==> config.mk <==
export PLATFORM = sky130hd
export DESIGN_NAME = ugsi_fifo
export DESIGN_NICKNAME = d
export VERILOG_FILES = /design/src/hdl/ugsi_pkg.sv /design/src/hdl/ugsi_fifo.sv
export SDC_FILE = /design/constraint.sdc
export NUM_CORES = 1
export LEC_CHECK = 0
export BUFFER_PORTS_ARGS = -buffer_cell sky130_fd_sc_hd__buf_2
export CORE_ASPECT_RATIO = 0.6
export CORE_MARGIN = 5
export CORE_UTILIZATION = 47
export DETAILED_ROUTE_END_ITERATION = 8
export GPL_ROUTABILITY_DRIVEN = 0
export PLACE_DENSITY = 0.72
export SYNTH_ARGS = -nofsm -noshare
export SYNTH_HDL_FRONTEND = slang
export SYNTH_SLANG_ARGS = --single-unit
==> constraint.sdc <==
create_clock -name clk -period 3.6 [get_ports clk]
set_clock_uncertainty 0.2 [all_clocks]
set_input_delay 0 -clock clk [delete_from_list [all_inputs] [get_ports clk]]
set_output_delay 0 -clock clk [all_outputs]
set_load 0.1 [all_outputs]
==> src/hdl/ugsi_pkg.sv <==
// Package for the uniform grid spatial index.
// Request/result transaction types, the queued command type and shared constants.
// Used by every module under hdl except ugsi_ram.
`default_nettype none

package ugsi_pkg;

    localparam int GRID_CELLS_DEF  = 16;
    localparam int CELL_WIDTH_DEF  = 64;
    localparam int CELL_HEIGHT_DEF = 64;
    localparam int CELL_SLOTS_DEF  = 16;
    localparam int MAX_FOUND_DEF   = 32;
    localparam int ENTITY_IDS_DEF  = 256;

    // Cell coordinates travel at the widest grid size the block supports.
    localparam int COORD_W = 8;

    typedef enum logic [1:0] {
        REQ_ADD    = 2'd0,
        REQ_REMOVE = 2'd1,
        REQ_QUERY  = 2'd2,
        REQ_CLEAR  = 2'd3
    } req_t;

    localparam logic [1:0] ST_OK   = 2'd0;
    localparam logic [1:0] ST_FULL = 2'd1;
    localparam logic [1:0] ST_OVER = 2'd2;

    typedef struct packed {
        req_t               req_type;
        logic [7:0]         entity_id;
        logic signed [15:0] pos_x;
        logic signed [15:0] pos_y;
        logic [11:0]        size_w;
        logic [11:0]        size_h;
        logic               ignore_valid;
        logic [7:0]         ignore_id;
    } in_t;

    typedef struct packed {
        logic [7:0] out_entity;
        logic       has_entity;
        logic       last;
        logic [1:0] status;
    } out_t;

    typedef struct packed {
        req_t               req;
        logic [7:0]         id;
        logic               ign_valid;
        logic [7:0]         ign;
        logic [COORD_W-1:0] x_lo;
        logic [COORD_W-1:0] x_hi;
        logic [COORD_W-1:0] y_lo;
        logic [COORD_W-1:0] y_hi;
        logic               span_empty;
    } cmd_t;

endpackage

`default_nettype wire

==> src/hdl/ugsi_fifo.sv <==
// Two-entry command queue between the front end and the execution engine.
// Depends on ugsi_pkg for cmd_t.
`default_nettype none

module ugsi_fifo
    import ugsi_pkg::*;
(
    input  wire logic clk,
    input  wire logic rst_n,
    input  wire logic push,
    input  cmd_t      push_cmd,
    output logic      full,
    input  wire logic pop,
    output cmd_t      head,
    output logic      empty
);

    cmd_t       entry_reg [2];
    logic       wr_ptr_reg, wr_ptr_next;
    logic       rd_ptr_reg, rd_ptr_next;
    logic [1:0] cnt_reg, cnt_next;
    logic       do_push, do_pop;

    assign full    = (cnt_reg == 2'd2);
    assign empty   = (cnt_reg == 2'd0);
    assign head    = entry_reg[rd_ptr_reg];
    assign do_push = push && !full;
    assign do_pop  = pop && !empty;

    always_comb
    begin
        wr_ptr_next = do_push ? ~wr_ptr_reg : wr_ptr_reg;
        rd_ptr_next = do_pop ? ~rd_ptr_reg : rd_ptr_reg;
        cnt_next    = cnt_reg + {1'b0, do_push} - {1'b0, do_pop};
    end

    always_ff @(posedge clk or negedge rst_n)
    begin
        if (!rst_n)
        begin
            wr_ptr_reg <= 1'b0;
            rd_ptr_reg <= 1'b0;
            cnt_reg    <= 2'd0;
        end
        else
        begin
            wr_ptr_reg <= wr_ptr_next;
            rd_ptr_reg <= rd_ptr_next;
            cnt_reg    <= cnt_next;
        end
    end

    always_ff @(posedge clk)
    begin
        if (do_push)
        begin
            entry_reg[wr_ptr_reg] <= push_cmd;
        end
    end

endmodule

`default_nettype wire

==> Word-level counts from Yosys, hierarchy flattened <==
Memories as Yosys holds them, arrays and structs flattened.
Cells that the tools add are included.
W data, S select, Z words.
{ "op_classes": {"bitwise_logic": 2, "eq_ne": 1, "n_addsub": 2, "n_mux": 2, "reduce_logical": 5} }
{ "ops": {"columns": ["op", "n"], "rows": [
  ["$add A2 B1 Y2", 1],
  ["$eq A2 B2 Y1 const B", 1],
  ["$logic_and A1 B1 Y1", 2],
  ["$logic_not A1 Y1", 2],
  ["$logic_not A2 Y1", 1],
  ["$mux W1", 2],
  ["$not A1 Y1", 2],
  ["$sub A2 B1 Y2", 1]
]} }
{ "totals": {"register_bits": 4, "ramBits": 104, "out_inout_bits": 54, "memories": 1, "word_cells": 16, "input_bits": 56} }
{ "mem_list": {"columns": ["name", "depth", "word_bits", "rd", "rd_ports_with_merged_regs", "wr", "line_no", "text"], "rows": [
  ["entry_reg", 2, 52, 1, 0, 1, "ugsi_fifo.sv:18", "cmd_t entry_reg [2];"]
]} }

==> Depth between registers and ports, before layout <==
Gate-level depths: netlist of the first run.
{ "logic_depth": {"depth_word": 5, "mapped_depth": 7, "ltp_nobuf": 7} }

==> Worst setup path after synthesis of the first run <==
No wires, ideal clock.
{ "synth_timing": {"path_kind": "reg-to-reg", "startpoint": "register cnt_reg[1]", "endpoint": "memory entry_reg[0][0] (netlist bit) (enable)", "required_time_ns": 2.938, "stages_incl_launch_ff": 4, "synth_period_minus_slack_ns": 3.438, "setup_ns": 0.462, "arrival_ns": 2.776, "slack_ns": 0.162, "n_path_buf": 0, "path_cell_list": "dfrtp_1 nand2b_1 nand2_1 nor2_1"} }
{ "synth_via": {"elab_chain_len": 5} }
{ "synth_rtl": {"columns": ["item", "line_no", "text"], "rows": [
  ["start: declaration", "ugsi_fifo.sv:21", "logic [1:0] cnt_reg, cnt_next;"],
  ["start signal: assignment", "ugsi_fifo.sv:49", "cnt_reg <= cnt_next;"],
  ["$eq A2 B2 Y1", "ugsi_fifo.sv:24", "assign full = (cnt_reg == 2'd2);"],
  ["$logic_not A1 Y1", "ugsi_fifo.sv:27", "assign do_push = push && !full;"],
  ["$logic_and A1 B1 Y1", "ugsi_fifo.sv:27", null],
  ["$mux W1", "ugsi_fifo.sv:55", "if (do_push)"],
  ["$mux W1 (not written as such)", "ugsi_fifo.sv:57", "entry_reg[wr_ptr_reg] <= push_cmd;"],
  ["end: declaration", "ugsi_fifo.sv:18", null]
]} }
Every way passes these cells.

==> results of run 1 <==
==> logic make-up (layout without fill, tap and decap cells) <==
| logic type | Yosys count | count (layout) | share of synthesized area |
|---|---|---|---|
| DFF | 108 | 108 | 0.767 |
| muxes | 52 | 52 | 0.183 |
| buffers and inverters | 8 | 184 | 0.0283 |
| and+or+nand+nor | 6 | 6 | 0.00774 |
| xor gates and xnor gates | 4 | 4 | 0.00833 |
| adders and majority gates | 2 | 2 | 0.00595 |
==> synthesized netlist by cell type (all sizes together) <==
cell    instances  share of area
mux2           52           0.18
and3            1         0.0015
xor2            1         0.0021
buf             6          0.026
xnor2           3         0.0063
dfrtp           4          0.024
ha              2         0.0060
nand2b          1         0.0015
nand2           1        0.00089
nor2            2         0.0018
nor2b           1         0.0021
edfxtp        104           0.74
inv             2         0.0018
==> worst paths after layout <==
path / from / slack, ns / cells after the start / endpoint
worst max-delay path: rd_ptr_reg / 1.22 / 2 / head[9]
worst min-delay path: push_cmd[6] / 0.17 / 2 / entry_reg[1][6]
worst max register to register: cnt_reg[0] / 1.51 / 3 / entry_reg[1][13]
worst min register to register: cnt_reg[1] / 0.34 / 1 / cnt_reg[1]
max in group asynchronous: rst_n / 2.64 / 3 / rd_ptr_reg
min in group asynchronous: rst_n / 0.36 / 3 / rd_ptr_reg
==> critical path: stages, from the launching register on <==
cell     delay, ns
dfrtp_4       1.08
mux2_4        0.31
buf_2         0.42
==> cell type report <==
class	count	area (sq um)
sequential	108	3230
tap	112	140
timing repair buffer	168	1130
clock buffer	10	229
inverter	2	7.51
multi-input combinational	64	871
fill	610	2980
clock inverter	4	42.5
==> repair_timing <==
action                     in CTS  in global routing
hold buffers                   56                  0
hold endpoints to repair      110                  0
setup endpoints to repair       0                  0
==> stage by stage <==
stage / cell area (sq um) / instances / hold WS, ns / utilization / setup slack (ns)
after floorplan: 4200 / 180 / -0.496 / - / 0.162
after global placement: 4810 / 398 / -0.391 / 0.558 / 1.56
after detailed placement: 4810 / 398 / -0.386 / 0.558 / 1.51
after CTS: 5650 / 468 / 0.164 / 0.655 / 1.18
after global routing: 5650 / 468 / 0.173 / 0.655 / 1.13
final: 5650 / 468 / 0.173 / 0.655 / 1.22
==> metal layers <==
layer  vias up  track usage  wire length [microns]  part of all wire
met5         -            0                      0                 0
met4         0       0.0532                    119             0.016
met3        11       0.0664                    611             0.081
met2        80        0.236                   3650              0.48
met1      1041        0.164                   3190              0.42
li1       1044            -                      -                 -
==> results_dict.tcl, run 1 <==
set metrics [dict create \
    timing.fmax_mhz 420 \
    avgRoutedWirePerCell_microns 16.2 \
    root_buffer "clkbuf_16" \
    setup_violations 0 \
    path_max_fanout 53 \
    grt_max_degree 54 \
    ys_types 15 \
    postCtsSetupRepairBufs 0 \
    cts.repair.resized 0 \
    final.min_clock_period_ns 2.38 \
    postRouteAntennaNets 0 \
    drc_errors 0 \
    clk_latency_ns 0.34 \
    grt_pass1_vias 2443 \
    largest_register_ffs 104 \
    start_util 0.488 \
    yosysWarningCount 0 \
    cts.sinks 108 \
    wirelength_microns 7570 \
    crit_required_ns 3.40 \
    ys_ff_latch 108 \
    core_sq_um 8620 \
    die_area_sq_um 11000 \
    maxCapViolCount 0 \
    avgSynthCellArea_sq_um 23.4 \
    critPathLaunchType "flop" \
    drv_slew 0 \
    drive_above_1_share 0.503 \
    cts_buffers 9 \
    rsz0062_at_grt "no" \
    min_period_over_period 0.661 \
    grt_first_pass_wirelength_microns 12100 \
    syn_area_sq_um 4200 \
    path_class "reg2out" \
    cp-end-kind "primary output" \
    clkTransAtPathRegs_ns 0.06 \
    num_io_pins 110 \
    dp_hpwl_microns 4630 \
    via_per_inst 4.65 \
    num_vias 2176 \
    status "finished clean" \
    ys_seq_area_frac 0.767 \
    antenna_found_initial 0 \
    final_common_cell "buf_2" \
    dr.first_iter.drc_count 91 \
    cts_tree "done" \
    layout.nets 411 \
    htreeDepth 3 \
    fp.dieW_microns 132 \
    arrival_ns 2.18 \
    first_pass_iters 4 \
    final_cell_mix "buf_2 (109), edfxtp_1 (104), dlygate4sd3_1 (56)" \
    synth_nets 238 \
    hold_viol 0 \
    synthCells 180 \
    cts_max_path_buffers 2 \
    relSlewSlack 0.341 \
    die_h_microns 83.3 \
    holdCritPathClass "in2reg" \
    areaGrowthSynthToFinish_pct 34.3 \
    antennaDiodeCount 0 \
    setup_tns_ns 0 \
    port_buffers 109 \
    std_cell_rows 26 \
    worst_slew_pin_slew_ns 0.989 \
    overflow 0 \
    track_usage 0.143 \
]
Power of run 1 is not shown: default switching activity piles up to over one toggle a cycle in this logic, so the estimate is an artifact.
==> run 2, diff against run 1 <==
Settings changed: CORE_UTILIZATION 47 to 52, PLACE_DENSITY 0.72 to 0.76.
Clock period 3.6 ns to 2.2 ns, I/O delays scaled along.
==> results_dict.tcl, run 2 (synthesis gave the netlist of run 1 again) <==
set metrics [dict create \
    areaGrowthSynthToFinish_pct 54.2 \
    cts_buffers 9 \
    holdCritPathClass "in2reg" \
    cts_tree "done" \
    num_io_pins 110 \
    reg2reg_slack_ns 0.35 \
    layout.nets 412 \
    hold_viol 0 \
    holdWs_ns 0.183 \
    path_max_fanout 23 \
    nFillCells 389 \
    overflow 0 \
    cts.repair.resized 0 \
    worst_slew_pin_slew_ns 0.490 \
    num_vias 2292 \
    wirelength_microns 8690 \
    clk_latency_ns 0.34 \
    grt_pass1_vias 2467 \
    clkTransAtPathRegs_ns 0.07 \
    die_h_microns 79.6 \
    start_util 0.533 \
    arrival_ns 1.80 \
    dp_hpwl_microns 5610 \
    grt_max_degree 53 \
    final.min_clock_period_ns 2.00 \
    cp.depth 3 \
    rsz0062_at_grt "no" \
    dr.first_iter.drc_count 154 \
    root_buffer "clkbuf_16" \
    crit_chain "buf_12 -> mux2_2 -> buf_12" \
    fp.dieW_microns 126 \
    drv_slew 0 \
    first_pass_iters 4 \
    slowest_delay_ns 0.64 \
    min_period_over_period 0.911 \
    grt_first_pass_wirelength_microns 13600 \
    reg2reg_to "cnt_reg[1]" \
    drc_errors 0 \
    hold_path_end "entry_reg[0][17]" \
    final_cell_mix "edfxtp_1 (104), buf_2 (57), dlygate4sd3_1 (56), buf_12 (56), mux2_4 (49)" \
    timing.fmax_mhz 499 \
    largest_register_ffs 104 \
    cp-end-kind "primary output" \
    port_buffers 109 \
    hold_depth 2 \
    setup_violations 0 \
    critical-path-slowest-cell "dfrtp_4" \
    via_per_inst 4.90 \
    std_cell_rows 25 \
    reg2reg_depth 7 \
    crit_buf_inv 2 \
    cts_max_path_buffers 2 \
    avgRoutedWirePerCell_microns 18.6 \
    r2r-start "cnt_reg[1]" \
    maxCapViolCount 0 \
    crit_required_ns 2.00 \
    antenna_found_initial 0 \
    crit_family "flip-flops" \
    track_usage 0.183 \
    htreeDepth 3 \
    final_common_cell "edfxtp_1" \
    drive_above_1_share 0.510 \
    path_class "reg2out" \
    path_common_cell "buf_12" \
    min_from "push_cmd[17]" \
    postRouteAntennaNets 0 \
    cts.sinks 108 \
    die_area_sq_um 10000 \
    relSlewSlack 0.676 \
    critPathLaunchType "flop" \
    status "finished clean" \
    core_sq_um 7880 \
]
[run 2: layout make-up]
class / instances / area, sq um / share of cell area
flip-flops and latches: 108 / 3230 / 0.498
repair buffers: 169 / 1970 / 0.303
multi-input cells: 64 / 873 / 0.135
clock buffers: 12 / 236 / 0.0365
well taps: 108 / 135 / 0.0208
clock inverters: 4 / 33.8 / 0.00521
inverters: 2 / 7.51 / 0.00116
diodes: 1 / 2.50 / 0.000386
[run 2: routing by layer]
layer	GRT usage	wire length [microns]	part of all wire	vias to the layer above
met2	0.302	4330	0.50	87
met3	0.0662	597	0.069	8
met4	0.0525	77	0.0089	0
met1	0.232	3690	0.42	1141
met5	0	0	0	-
li1	-	-	-	1056
[run 2: worst max path at each step]
stage	start	end
2_1_floorplan	cnt_reg[1]	cnt_reg[1]
3_3_place_gp	cnt_reg[1]	cnt_reg[1]
3_5_place_dp	cnt_reg[0]	cnt_reg[1]
4_1_cts	rd_ptr_reg	head[1]
5_1_grt	rd_ptr_reg	head[1]
6_report	rd_ptr_reg	head[1]
[run 2: through the flow]
| stage | worst slack, ns | util | cell area (sq um) | setup TNS, ns | cells |
|---|---|---|---|---|---|
| after floorplan | -0.231 | - | 4220 | -0.296 | 180 |
| after global placement | 0.482 | 0.717 | 5650 | 0 | 395 |
| after detailed placement | 0.354 | 0.717 | 5650 | 0 | 395 |
| after CTS | 0.161 | 0.822 | 6480 | 0 | 467 |
| after global routing | 0.128 | 0.822 | 6480 | 0 | 467 |
| final | 0.197 | 0.822 | 6480 | 0 | 468 |
[run 2: timing repair]
| item | in CTS | in global routing |
|---|---|---|
| hold buffers | 56 | 0 |
| hold endpoints to repair | 110 | 0 |
| buffers inserted | 0 | 0 |
Power of run 2 is left out for the same reason.
