### config.mk
export PLATFORM = sky130hd
export DESIGN_NAME = ugsi_front
export DESIGN_NICKNAME = d
export VERILOG_FILES = /design/src/hdl/ugsi_pkg.sv /design/src/hdl/ugsi_front.sv
export SDC_FILE = /design/constraint.sdc
export NUM_CORES = 1
export LEC_CHECK = 0
export BUFFER_PORTS_ARGS = -buffer_cell sky130_fd_sc_hd__buf_4
export CAP_MARGIN = 20
export CORE_ASPECT_RATIO = 0.6
export CORE_MARGIN = 2
export CORE_UTILIZATION = 53
export DETAILED_ROUTE_END_ITERATION = 12
export PLACE_DENSITY = 0.74
export SYNTH_ARGS = -nofsm -noshare
export SYNTH_HDL_FRONTEND = slang
export SYNTH_SLANG_ARGS = --single-unit
### constraint.sdc
create_clock -name clk -period 9.8 [get_ports clk]
set_clock_uncertainty 0.1 [all_clocks]
set_input_delay 1.47 -clock clk [delete_from_list [all_inputs] [get_ports clk]]
set_output_delay 1.47 -clock clk [all_outputs]
set_load 0.05 [all_outputs]
### src/hdl/ugsi_pkg.sv
// Package for the uniform grid spatial index.
// Request/result transaction types, the queued command type and shared constants.
// Used by every module under hdl except ugsi_ram.
`default_nettype none

package ugsi_pkg;

    localparam int GRID_CELLS_DEF  = 16;
    localparam int CELL_WIDTH_DEF  = 64;
    localparam int CELL_HEIGHT_DEF = 64;
    localparam int CELL_SLOTS_DEF  = 16;
    localparam int MAX_FOUND_DEF   = 32;
    localparam int ENTITY_IDS_DEF  = 256;

    // Cell coordinates travel at the widest grid size the block supports.
    localparam int COORD_W = 8;

    typedef enum logic [1:0] {
        REQ_ADD    = 2'd0,
        REQ_REMOVE = 2'd1,
        REQ_QUERY  = 2'd2,
        REQ_CLEAR  = 2'd3
    } req_t;

    localparam logic [1:0] ST_OK   = 2'd0;
    localparam logic [1:0] ST_FULL = 2'd1;
    localparam logic [1:0] ST_OVER = 2'd2;

    typedef struct packed {
        req_t               req_type;
        logic [7:0]         entity_id;
        logic signed [15:0] pos_x;
        logic signed [15:0] pos_y;
        logic [11:0]        size_w;
        logic [11:0]        size_h;
        logic               ignore_valid;
        logic [7:0]         ignore_id;
    } in_t;

    typedef struct packed {
        logic [7:0] out_entity;
        logic       has_entity;
        logic       last;
        logic [1:0] status;
    } out_t;

    typedef struct packed {
        req_t               req;
        logic [7:0]         id;
        logic               ign_valid;
        logic [7:0]         ign;
        logic [COORD_W-1:0] x_lo;
        logic [COORD_W-1:0] x_hi;
        logic [COORD_W-1:0] y_lo;
        logic [COORD_W-1:0] y_hi;
        logic               span_empty;
    } cmd_t;

endpackage

`default_nettype wire

### src/hdl/ugsi_front.sv
// Front end: accepts request transactions, maps boxes to clipped cell spans with a
// shared reciprocal-multiply divider and pushes commands into the queue. Depends on ugsi_pkg.
`default_nettype none

module ugsi_front
    import ugsi_pkg::*;
#(
    parameter int GRID_CELLS  = GRID_CELLS_DEF,
    parameter int CELL_WIDTH  = CELL_WIDTH_DEF,
    parameter int CELL_HEIGHT = CELL_HEIGHT_DEF,
    parameter int ENTITY_IDS  = ENTITY_IDS_DEF
) (
    input  wire logic clk,
    input  wire logic rst_n,
    input  wire logic req_valid,
    output logic      req_stall,
    input  in_t       req,
    output logic      push,
    output cmd_t      push_cmd,
    input  wire logic full
);

    localparam bit          ID_MOD = (ENTITY_IDS < 256);
    localparam logic [7:0]  DEN_ID = 8'(ENTITY_IDS);
    localparam logic signed [17:0] GRID_MAX = 18'(GRID_CELLS - 1);

    // Magnitudes stay below 2^17; a shift of 17 + clog2(d) with a rounded-up
    // reciprocal gives the exact truncated quotient.
    localparam int SHX_I  = 17 + $clog2(CELL_WIDTH);
    localparam int SHY_I  = 17 + $clog2(CELL_HEIGHT);
    localparam int SHID_I = 17 + $clog2(ENTITY_IDS);
    localparam logic [5:0]  SH_X   = 6'(SHX_I);
    localparam logic [5:0]  SH_Y   = 6'(SHY_I);
    localparam logic [5:0]  SH_ID  = 6'(SHID_I);
    localparam logic [18:0] RCP_X  = 19'(((64'd1 << SHX_I) + 64'(CELL_WIDTH) - 64'd1)
                                        / 64'(CELL_WIDTH));
    localparam logic [18:0] RCP_Y  = 19'(((64'd1 << SHY_I) + 64'(CELL_HEIGHT) - 64'd1)
                                        / 64'(CELL_HEIGHT));
    localparam logic [18:0] RCP_ID = 19'(((64'd1 << SHID_I) + 64'(ENTITY_IDS) - 64'd1)
                                        / 64'(ENTITY_IDS));

    localparam logic [2:0] OP_XLO = 3'd0;
    localparam logic [2:0] OP_XHI = 3'd1;
    localparam logic [2:0] OP_YLO = 3'd2;
    localparam logic [2:0] OP_YHI = 3'd3;
    localparam logic [2:0] OP_ID  = 3'd4;
    localparam logic [2:0] OP_IGN = 3'd5;
    localparam logic [2:0] OP_END = ID_MOD ? OP_IGN : OP_YHI;

    typedef enum logic [3:0] {
        F_IDLE = 4'b0001,
        F_LOAD = 4'b0010,
        F_DIV  = 4'b0100,
        F_PUSH = 4'b1000
    } fstate_t;

    fstate_t state_reg, state_next;
    logic [2:0] op_reg, op_next;
    in_t  req_reg;
    logic [16:0] mag_reg;
    logic        neg_reg;
    logic signed [17:0] xlo_reg, xhi_reg, ylo_reg, yhi_reg;
    logic [7:0] id_reg, ign_reg;

    logic signed [17:0] px, py, wd, ht, hw, hh, num;
    logic [16:0] mag, quo;
    logic [18:0] rcp;
    logic [5:0]  sh;
    logic [35:0] prod;
    logic [7:0]  rem_id;
    logic        is_query;
    logic signed [17:0] qres;
    logic signed [17:0] xlo_c, xhi_c, ylo_c, yhi_c;

    assign req_stall = (state_reg != F_IDLE);
    assign is_query  = (req_reg.req_type == REQ_QUERY);

    always_comb
    begin
        px = {{2{req_reg.pos_x[15]}}, req_reg.pos_x};
        py = {{2{req_reg.pos_y[15]}}, req_reg.pos_y};
        wd = {6'd0, req_reg.size_w};
        ht = {6'd0, req_reg.size_h};
        hw = {7'd0, req_reg.size_w[11:1]};
        hh = {7'd0, req_reg.size_h[11:1]};
        unique case (op_reg)
            OP_XLO:  num = is_query ? px : px - hw;
            OP_XHI:  num = is_query ? px + wd : px + hw;
            OP_YLO:  num = is_query ? py : py - hh;
            OP_YHI:  num = is_query ? py + ht : py + hh;
            OP_ID:   num = {10'd0, req_reg.entity_id};
            OP_IGN:  num = {10'd0, req_reg.ignore_id};
            default: num = '0;
        endcase
        mag = num[17] ? 17'(-num) : num[16:0];

        if (op_reg == OP_XLO || op_reg == OP_XHI)
        begin
            rcp = RCP_X;
            sh  = SH_X;
        end
        else if (op_reg == OP_YLO || op_reg == OP_YHI)
        begin
            rcp = RCP_Y;
            sh  = SH_Y;
        end
        else
        begin
            rcp = RCP_ID;
            sh  = SH_ID;
        end

        // Truncated quotient of the held magnitude, sign restored afterwards.
        prod   = {19'd0, mag_reg} * {17'd0, rcp};
        quo    = 17'(prod >> sh);
        qres   = neg_reg ? -$signed({1'b0, quo}) : $signed({1'b0, quo});
        rem_id = 8'(mag_reg[7:0] - 8'(quo[7:0] * DEN_ID));

        // Clamp spans to the grid.
        xlo_c = (xlo_reg < 0) ? 18'sd0 : xlo_reg;
        xhi_c = (xhi_reg > GRID_MAX) ? GRID_MAX : xhi_reg;
        ylo_c = (ylo_reg < 0) ? 18'sd0 : ylo_reg;
        yhi_c = (yhi_reg > GRID_MAX) ? GRID_MAX : yhi_reg;

        push_cmd.req        = req_reg.req_type;
        push_cmd.id         = ID_MOD ? id_reg : req_reg.entity_id;
        push_cmd.ign_valid  = req_reg.ignore_valid;
        push_cmd.ign        = ID_MOD ? ign_reg : req_reg.ignore_id;
        push_cmd.x_lo       = xlo_c[COORD_W-1:0];
        push_cmd.x_hi       = xhi_c[COORD_W-1:0];
        push_cmd.y_lo       = ylo_c[COORD_W-1:0];
        push_cmd.y_hi       = yhi_c[COORD_W-1:0];
        push_cmd.span_empty = (xhi_c < xlo_c) || (yhi_c < ylo_c);
        push = (state_reg == F_PUSH);
    end

    always_comb
    begin
        state_next = state_reg;
        op_next    = op_reg;
        unique case (state_reg)
            F_IDLE:
            begin
                if (req_valid)
                begin
                    op_next = OP_XLO;
                    state_next = (req.req_type == REQ_CLEAR) ? F_PUSH : F_LOAD;
                end
            end
            F_LOAD:
            begin
                state_next = F_DIV;
            end
            F_DIV:
            begin
                if (op_reg == OP_END)
                begin
                    state_next = F_PUSH;
                end
                else
                begin
                    op_next    = op_reg + 3'd1;
                    state_next = F_LOAD;
                end
            end
            F_PUSH:
            begin
                if (!full)
                begin
                    state_next = F_IDLE;
                end
            end
            default: state_next = F_IDLE;
        endcase
    end

    always_ff @(posedge clk or negedge rst_n)
    begin
        if (!rst_n)
        begin
            state_reg <= F_IDLE;
            op_reg    <= OP_XLO;
        end
        else
        begin
            state_reg <= state_next;
            op_reg    <= op_next;
        end
    end

    always_ff @(posedge clk)
    begin
        if (state_reg == F_IDLE && req_valid)
        begin
            req_reg <= req;
            // A clear carries no span; mark it empty.
            xlo_reg <= 18'sd1;
            xhi_reg <= 18'sd0;
            ylo_reg <= 18'sd1;
            yhi_reg <= 18'sd0;
        end
        if (state_reg == F_LOAD)
        begin
            mag_reg <= mag;
            neg_reg <= num[17];
        end
        if (state_reg == F_DIV)
        begin
            unique case (op_reg)
                OP_XLO:  xlo_reg <= qres;
                OP_XHI:  xhi_reg <= qres;
                OP_YLO:  ylo_reg <= qres;
                OP_YHI:  yhi_reg <= qres;
                OP_ID:   id_reg  <= rem_id;
                OP_IGN:  ign_reg <= rem_id;
                default: ;
            endcase
        end
    end

endmodule

`default_nettype wire

; After elaboration in Yosys (flattened, before gate mapping)
; Cells that the tools add are included.
[op_classes]
reduce_logical = 8
n_eq_ne = 15
add_sub_neg = 9
n_mux = 33
magnitude_cmp = 6
shifts = 1
[op_table]
columns = cell, n
row1 = 18-bit two-way mux, 21
row2 = 18-bit case mux with 6 select lines, 1
row3 = "18-bit by 5-bit greater-than comparator with 1-bit output, second input constant", 2
row4 = "18-bit by 1-bit less-than comparator with 1-bit output, second input constant", 2
row5 = 18-bit less-than comparator, 2
row6 = 16-bit by 12-bit adder with 17-bit output, 2
row7 = 16-bit by 13-bit adder with 17-bit output, 2
row8 = 34-bit by 6-bit >> shifter with 17-bit output, 1
row9 = 16-bit by 12-bit subtractor with 17-bit output, 2
row10 = 4-bit two-way mux, 6
row11 = 17-bit negator with 18-bit output, 1
row12 = 17-bit two-way mux, 1
row13 = 17-bit negator, 1
row14 = 4-bit case mux with 4 select lines, 1
row15 = "3-bit by 2-bit == test with 1-bit output, second input constant", 2
row16 = "3-bit == test, second input constant", 2
row17 = 3-bit two-way mux, 2
row18 = "2-bit inequality test, second input constant", 3
row19 = 3-bit case mux with 2 select lines, 1
row20 = "2-bit == test, second input constant", 2
row21 = "4-bit by 1-bit == test with 1-bit output, second input constant", 1
row22 = "4-bit by 2-bit == test with 1-bit output, second input constant", 1
row23 = "4-bit by 3-bit == test with 1-bit output, second input constant", 1
row24 = "4-bit == test, second input constant", 1
row25 = 9 further kinds, 11
[word_totals]
out_inout_bits = 54
reg_bits = 172
elab_cells = 88

; Depth between registers and ports, before layout
; Gate-level depths: netlist of the first run.
[depth]
depth_word = 9
depth_mapped = 20

; Worst setup path after synthesis of the first run
; OpenSTA, ideal clock, no wires.
[synth_timing]
kind = register to output
startpoint = register yhi_reg[11]
endpoint = output port push_cmd[0] in the netlist's numbering
slack_ns = 5.153
arrival_ns = 3.077
required_time_ns = 8.230
stages_incl_launch_ff = 15
path_cell_list = dfxtp_1 nor4_1 a41oi_1 or2_2 ha_1 a21o_1 a21o_1 a21o_1 a21oi_1 nor2b_1 o21ai_0 a21oi_1 a211oi_1 o21ai_0 nand3_1
[synth_rtl]
columns = item, line_no
row1 = from (decl), ugsi_front.sv:62  ; logic signed [17:0] xlo_reg, xhi_reg, ylo_reg, yhi_reg;
row2 = from (signal assigned), ugsi_front.sv:213  ; OP_YHI: yhi_reg <= qres;
row3 = to (decl), ugsi_front.sv:19  ; output cmd_t push_cmd,

==> flow_summary.json, run 1 <==
{
  "ys_ff_latch": 166,
  "synth_ff_type": "edfxtp_1",
  "worstSkewPairLatency_ns": 0.44,
  "fmaxAchievable_mhz": 187,
  "vias_per_cell": 6.06,
  "dieArea_um2": 22000,
  "reg2reg_slack_ns": 5.22,
  "grt_setup_unrepaired": "false",
  "row_count": 40,
  "dpl_cell_area_um2": 12100,
  "postSynthAreaPerCell_um2": 9.12,
  "cts.hold.buffers_added": 0,
  "dp_cells": 1552,
  "cpMaxStageDelayCell": "or2_2",
  "finalHoldViolations": 0,
  "firstDrtPassIters": 5,
  "setup_tns_ns": 0,
  "gp_congestion": 0.971,
  "netlist.area_leader.share_pct": 23.8,
  "synthCells": 1206,
  "seq_area_frac_synth_pct": 38.5,
  "path_class": "flop to output port",
  "fin_crit_ns": 5.36,
  "htreeDepth": 4,
  "cpPeakStageDelay_ns": 0.39,
  "fillCellCount": 1731,
  "num_vias": 9598,
  "synth_largest_area_cell": "edfxtp_1",
  "cts_root_buf": "clkbuf_16",
  "synth_edf_count": 87,
  "chipWidth_um": 190,
  "final_cells": 1584,
  "synth_area_um2": 11000,
  "core_region_area_um2": 20200,
  "grt_pass1_vias": 8537,
  "num_antenna_cells": 0,
  "relSlewSlack_pct": 39.2,
  "dieHeight_um": 116,
  "cp_common_cell": "a21o_1",
  "grt_overflow": 0,
  "start_kind": "flop",
  "synth_nets": 1373,
  "setup_viol": 0,
  "ir_worst_vdd_v": 0.000164,
  "cts_made_buffers": 17,
  "grt_pass1_wl_mm": 47.5,
  "drt-initial-drc-count": 1031,
  "clock-sinks": 166,
  "drv_slew": 0,
  "wl_per_cell_um": 19.6,
  "crit_required_ns": 8.23,
  "drive_gt1_share_pct": 16.2,
  "hold_path_class": "flop to flop",
  "drt-total-wl_mm": 31.0,
  "port_buffers": 132,
  "antenna_found_initial": 1,
  "worstPathMaxFanout": 7,
  "grt_max_degree": 55,
  "final_cell_area_um2": 12600,
  "run_status": "completed",
  "clk_path_buf_depth": 2,
  "remaining_drc_errors": 0,
  "postRouteAntennaNets": 0,
  "synthTopCellsByCount": "o21ai_0, nand2_1, edfxtp_1",
  "grt_usage_pct": 28.4,
  "multi_input_area_um2": 6210,
  "path_cells": "nor4_1, a41oi_1, or2_2, ha_1, a21o_1, a21o_1, a21o_1, a21oi_1, nor2b_1, o21ai_0, a21oi_1, a211oi_1, o21ai_0, nand3_1, buf_4",
  "dp_hpwl_mm": 23.5,
  "post_cts_buffers": 0,
  "ys.warnings.count": 0,
  "regArea_um2": 4230,
  "critPathArrivalTime_ns": 3.79,
  "maxCapViolations": 0,
  "setup_ws_ns": 4.44,
  "num_io_pins": 133,
  "synth_area_leaders": "edfxtp_1, dfxtp_1, ha_1",
  "power_density_nw_per_um2": 289,
  "leakagePower_uw": 0.00558,
  "largest_reg_flops": 19,
  "start_util_pct": 54.5,
  "areaGrowthSynthToFinish_pct": 15.0,
  "cts_tree": "done",
  "synthArstFlopShare_pct": 4.22,
  "yosysMostFrequentCell": "o21ai_0",
  "endpoint_kind": "output port",
  "pre_cts_ws_ns": 4.99,
  "min_period_over_period_pct": 54.7,
  "nNetsFinal": 1465,
  "cts_resized": 0,
  "yosysUniqueCellTypes": 90,
  "clk_pin_slew_worst_paths_ns": 0.07,
  "tightest_slew_ns": 0.903
}
-- final cells by class --
class | count | share of cell area [%]
Clock buffer | 21 | 3.89
Sequential cell | 166 | 33.5
Multi-Input combinational cell | 916 | 49.2
Inverter | 54 | 1.61
Tap cell | 273 | 2.70
Timing Repair Buffer | 143 | 8.49
Clock inverter | 11 | 0.663
-- placed cells by master, fill, tap and decap left out, types with 14 or more instances in the layout --
master     instances
buf_4            143
o21ai_0          109
nand2_1           89
edfxtp_1          87
ha_1              84
dfxtp_1           72
nand3_1           71
a21oi_1           62
nor2_1            61
a21o_1            55
inv_1             52
nand2b_1          47
xnor2_1           31
and2_1            28
nor3_1            26
xor2_1            20
clkbuf_16         18
nor2b_1           17
a22oi_1           15
mux2i_1           14
-- report_power, final --
group,leakage [uW],switching [uW],internal (uW)
Sequential,0.00149,120,911
Combinational,0.00380,1260,704
Clock,0.000292,294,364
-- path summary, 6_finish.rpt --
| kind | end | depth (start not counted) | start |
|---|---|---|---|
| worst max-delay path | push_cmd[0] | 15 | yhi_reg[11] |
| worst min-delay path | xlo_reg[16] | 1 | xlo_reg[16] |
| worst max register to register | mag_reg[13] | 15 | push_cmd[50] |
| worst min register to register | xlo_reg[16] | 1 | xlo_reg[16] |
| max in group asynchronous | state_reg[0] | 1 | rst_n |
| min in group asynchronous | op_reg[2] | 1 | rst_n |
-- routing by layer --
metal	vias up	wire (um)	global-route usage [%]
li1	4600	-	-
met1	4469	15600	45.9
met2	502	10900	34.5
met3	27	4320	10.7
met4	0	246	5.89
met5	-	0	0
-- logic make-up after synthesis --
family | synth area share (%)
DFF | 38.5
muxes | 1.48
other | 0.0341
buffers and inverters | 5.13
AOI/OAI and AO/OA | 21.0
and+or+nand+nor | 19.5
xor gates and xnor gates | 4.06
adders and majority gates | 10.3
-- critical path: cells and delay by family (launching register included) --
kind,cells,cell delay (ns)
fa+ha+maj,1,0.29
simple gates,4,0.85
buf+inv,1,0.20
compound gates,9,1.68
flops,1,0.33
-- per-stage QoR --
stage          hold WS [ns]  utilization [%]  total power, uW
3_5_place_dp          0.340             59.8             2930
2_1_floorplan         0.328                -             2430
5_1_grt               0.369             62.7             3860
4_1_cts               0.357             62.7             3600
3_3_place_gp          0.338             59.8             2920
6_report              0.356             62.7             3650
No activity file was read; power rests on OpenSTA's default activity.
==> run 2, diff against run 1 <==
Settings changed: PLACE_DENSITY 0.74 to 0.77.
Clock period 9.8 ns to 4.3 ns, I/O delays scaled along.
==> run 2 against run 1 <==
Against the previous run: worst setup slack got worse by 4.4 ns; first-iteration DRC count increased by 4.8%; combinational power increased by 140%; hold slack got worse by 0.084 ns; sequential power increased by 130%; power increased by 140%; critical path type is now flop to flop.
==> flow_summary.json, run 2 (synthesized netlist as in run 1, its figures left out) <==
{
  "run_status": "completed",
  "areaGrowthSynthToFinish_pct": 18.9,
  "chipWidth_um": 190,
  "drt-total-wl_mm": 32.4,
  "clk_pin_slew_worst_paths_ns": 0.07,
  "grt_usage_pct": 29.7,
  "setup_viol": 0,
  "hold_path_class": "input pin to flop",
  "ir_worst_vdd_v": 0.000374,
  "fmaxAchievable_mhz": 235,
  "start_kind": "flop",
  "fin_crit_ns": 4.26,
  "reg2reg_slack_ns": 0.04,
  "largest_reg_flops": 19,
  "min_from": "full",
  "port_buffers": 132,
  "crit_start": "push_cmd[50]",
  "path_class": "flop to flop",
  "drive_gt1_share_pct": 19.6,
  "relSlewSlack_pct": 48.3,
  "cts_made_buffers": 17,
  "dieHeight_um": 116,
  "antenna_found_initial": 3,
  "dp_hpwl_mm": 24.7,
  "firstDrtPassIters": 6,
  "dieArea_um2": 22000,
  "grt_pass1_vias": 9096,
  "finalHoldViolations": 0,
  "gp_congestion": 1.03,
  "htreeDepth": 4,
  "start_util_pct": 54.5,
  "cts_root_buf": "clkbuf_16",
  "grt_pass1_wl_mm": 50.0,
  "r2r-end": "mag_reg[14]",
  "hold_depth": 2,
  "reg2reg_depth": 14,
  "crit_required_ns": 4.38,
  "vias_per_cell": 6.14,
  "worstPathMaxFanout": 5,
  "layout_commonest_cell": "buf_4",
  "tightest_slew_ns": 0.771,
  "wl_per_cell_um": 20.0,
  "core_region_area_um2": 20200,
  "critPathArrivalTime_ns": 4.34,
  "endpoint_kind": "flop",
  "leakagePower_uw": 0.00580,
  "worstSkewPairLatency_ns": 0.44,
  "min_period_over_period_pct": 99.1,
  "power_density_nw_per_um2": 667,
  "num_vias": 9943,
  "grt_setup_unrepaired": "false",
  "row_count": 40,
  "clock-sinks": 166,
  "drv_slew": 0,
  "postRouteAntennaNets": 0,
  "worstReg2RegStart": "push_cmd[50]",
  "hold_end": "state_reg[0]",
  "cts_tree": "done",
  "final_cell_mix": "buf_4, o21ai_0, nand2_1",
  "num_io_pins": 133,
  "remaining_drc_errors": 0,
  "grt_overflow": 0,
  "power.total_uw": 8710,
  "drt-initial-drc-count": 1080,
  "grt_max_degree": 47,
  "clk_path_buf_depth": 2,
  "maxCapViolations": 0,
  "nNetsFinal": 1499,
  "setup_tns_ns": 0
}
[run 2: power by group]
| group | total [uW] | switching (uW) | internal [uW] | leakage, uW |
|---|---|---|---|---|
| Sequential | 2380 | 304 | 2080 | 0.00149 |
| Combinational | 4750 | 2960 | 1790 | 0.00401 |
| Clock | 1580 | 697 | 885 | 0.000303 |
| Total | 8710 | 3960 | 4750 | 0.00580 |
[run 2: routing by layer]
| layer | vias up | routed length [um] | GRT usage [%] |
|---|---|---|---|
| met5 | - | 0 | 0 |
| met4 | 0 | 272 | 5.27 |
| met3 | 41 | 4490 | 11.8 |
| met2 | 544 | 12100 | 38.9 |
| met1 | 4691 | 15500 | 45.6 |
| li1 | 4667 | - | - |
[run 2: final cells by class]
class / instances / area (um^2)
Sequential cell: 166 / 4230
Tap cell: 273 / 342
Clock buffer: 20 / 478
Clock inverter: 12 / 131
Antenna cell: 1 / 2.50
Multi-Input combinational cell: 917 / 6350
Timing Repair Buffer: 176 / 1340
Fill cell: 1689 / 7100
Inverter: 54 / 204
[run 2: critical path, stage by stage, from the launching register on]
cell,delay [ns]
edfxtp_1,0.52
nor2b_4,0.31
buf_4,0.16
o21ai_0,0.13
fa_1,0.47
a211oi_2,0.28
o21bai_1,0.11
a21oi_1,0.23
xor2_1,0.33
o221ai_1,0.19
a21oi_1,0.23
or3b_1,0.39
and4b_1,0.30
a21oi_1,0.09
xor2_1,0.16
[run 2: repair_timing]
action                                  in CTS  in global routing
setup buffers                                0                  9
resized for setup                            7                 22
hold buffers                                 1                  0
gates cloned                                 0                  1
pin swaps                                    3                 10
endpoints found under the hold margin        6                  0
endpoints found under the setup margin       1                  9
[run 2: worst max-delay path by stage]
stage             endpoint  slack [ns]  cells after the start
2_1_floorplan  mag_reg[15]        0.09                     16
3_3_place_gp   mag_reg[15]        0.12                     15
3_5_place_dp   mag_reg[15]        0.01                     15
4_1_cts        mag_reg[15]       0.005                     15
5_1_grt        mag_reg[14]       0.005                     15
6_report       mag_reg[14]        0.04                     14
[run 2: per-stage QoR]
| step | instances | hold slack, ns | worst slack, ns | area, um^2 | utilization, % |
|---|---|---|---|---|---|
| final | 1619 | 0.272 | 0.0397 | 13100 | 64.8 |
| after CTS | 1608 | 0.261 | 0.00482 | 12900 | 63.9 |
| after global routing | 1618 | 0.259 | 0.00468 | 13100 | 64.8 |
| after floorplan | 1206 | 0.249 | 0.0870 | 11000 | - |
| after global placement | 1575 | 0.336 | 0.115 | 12200 | 60.7 |
| after detailed placement | 1575 | 0.340 | 0.0140 | 12200 | 60.7 |
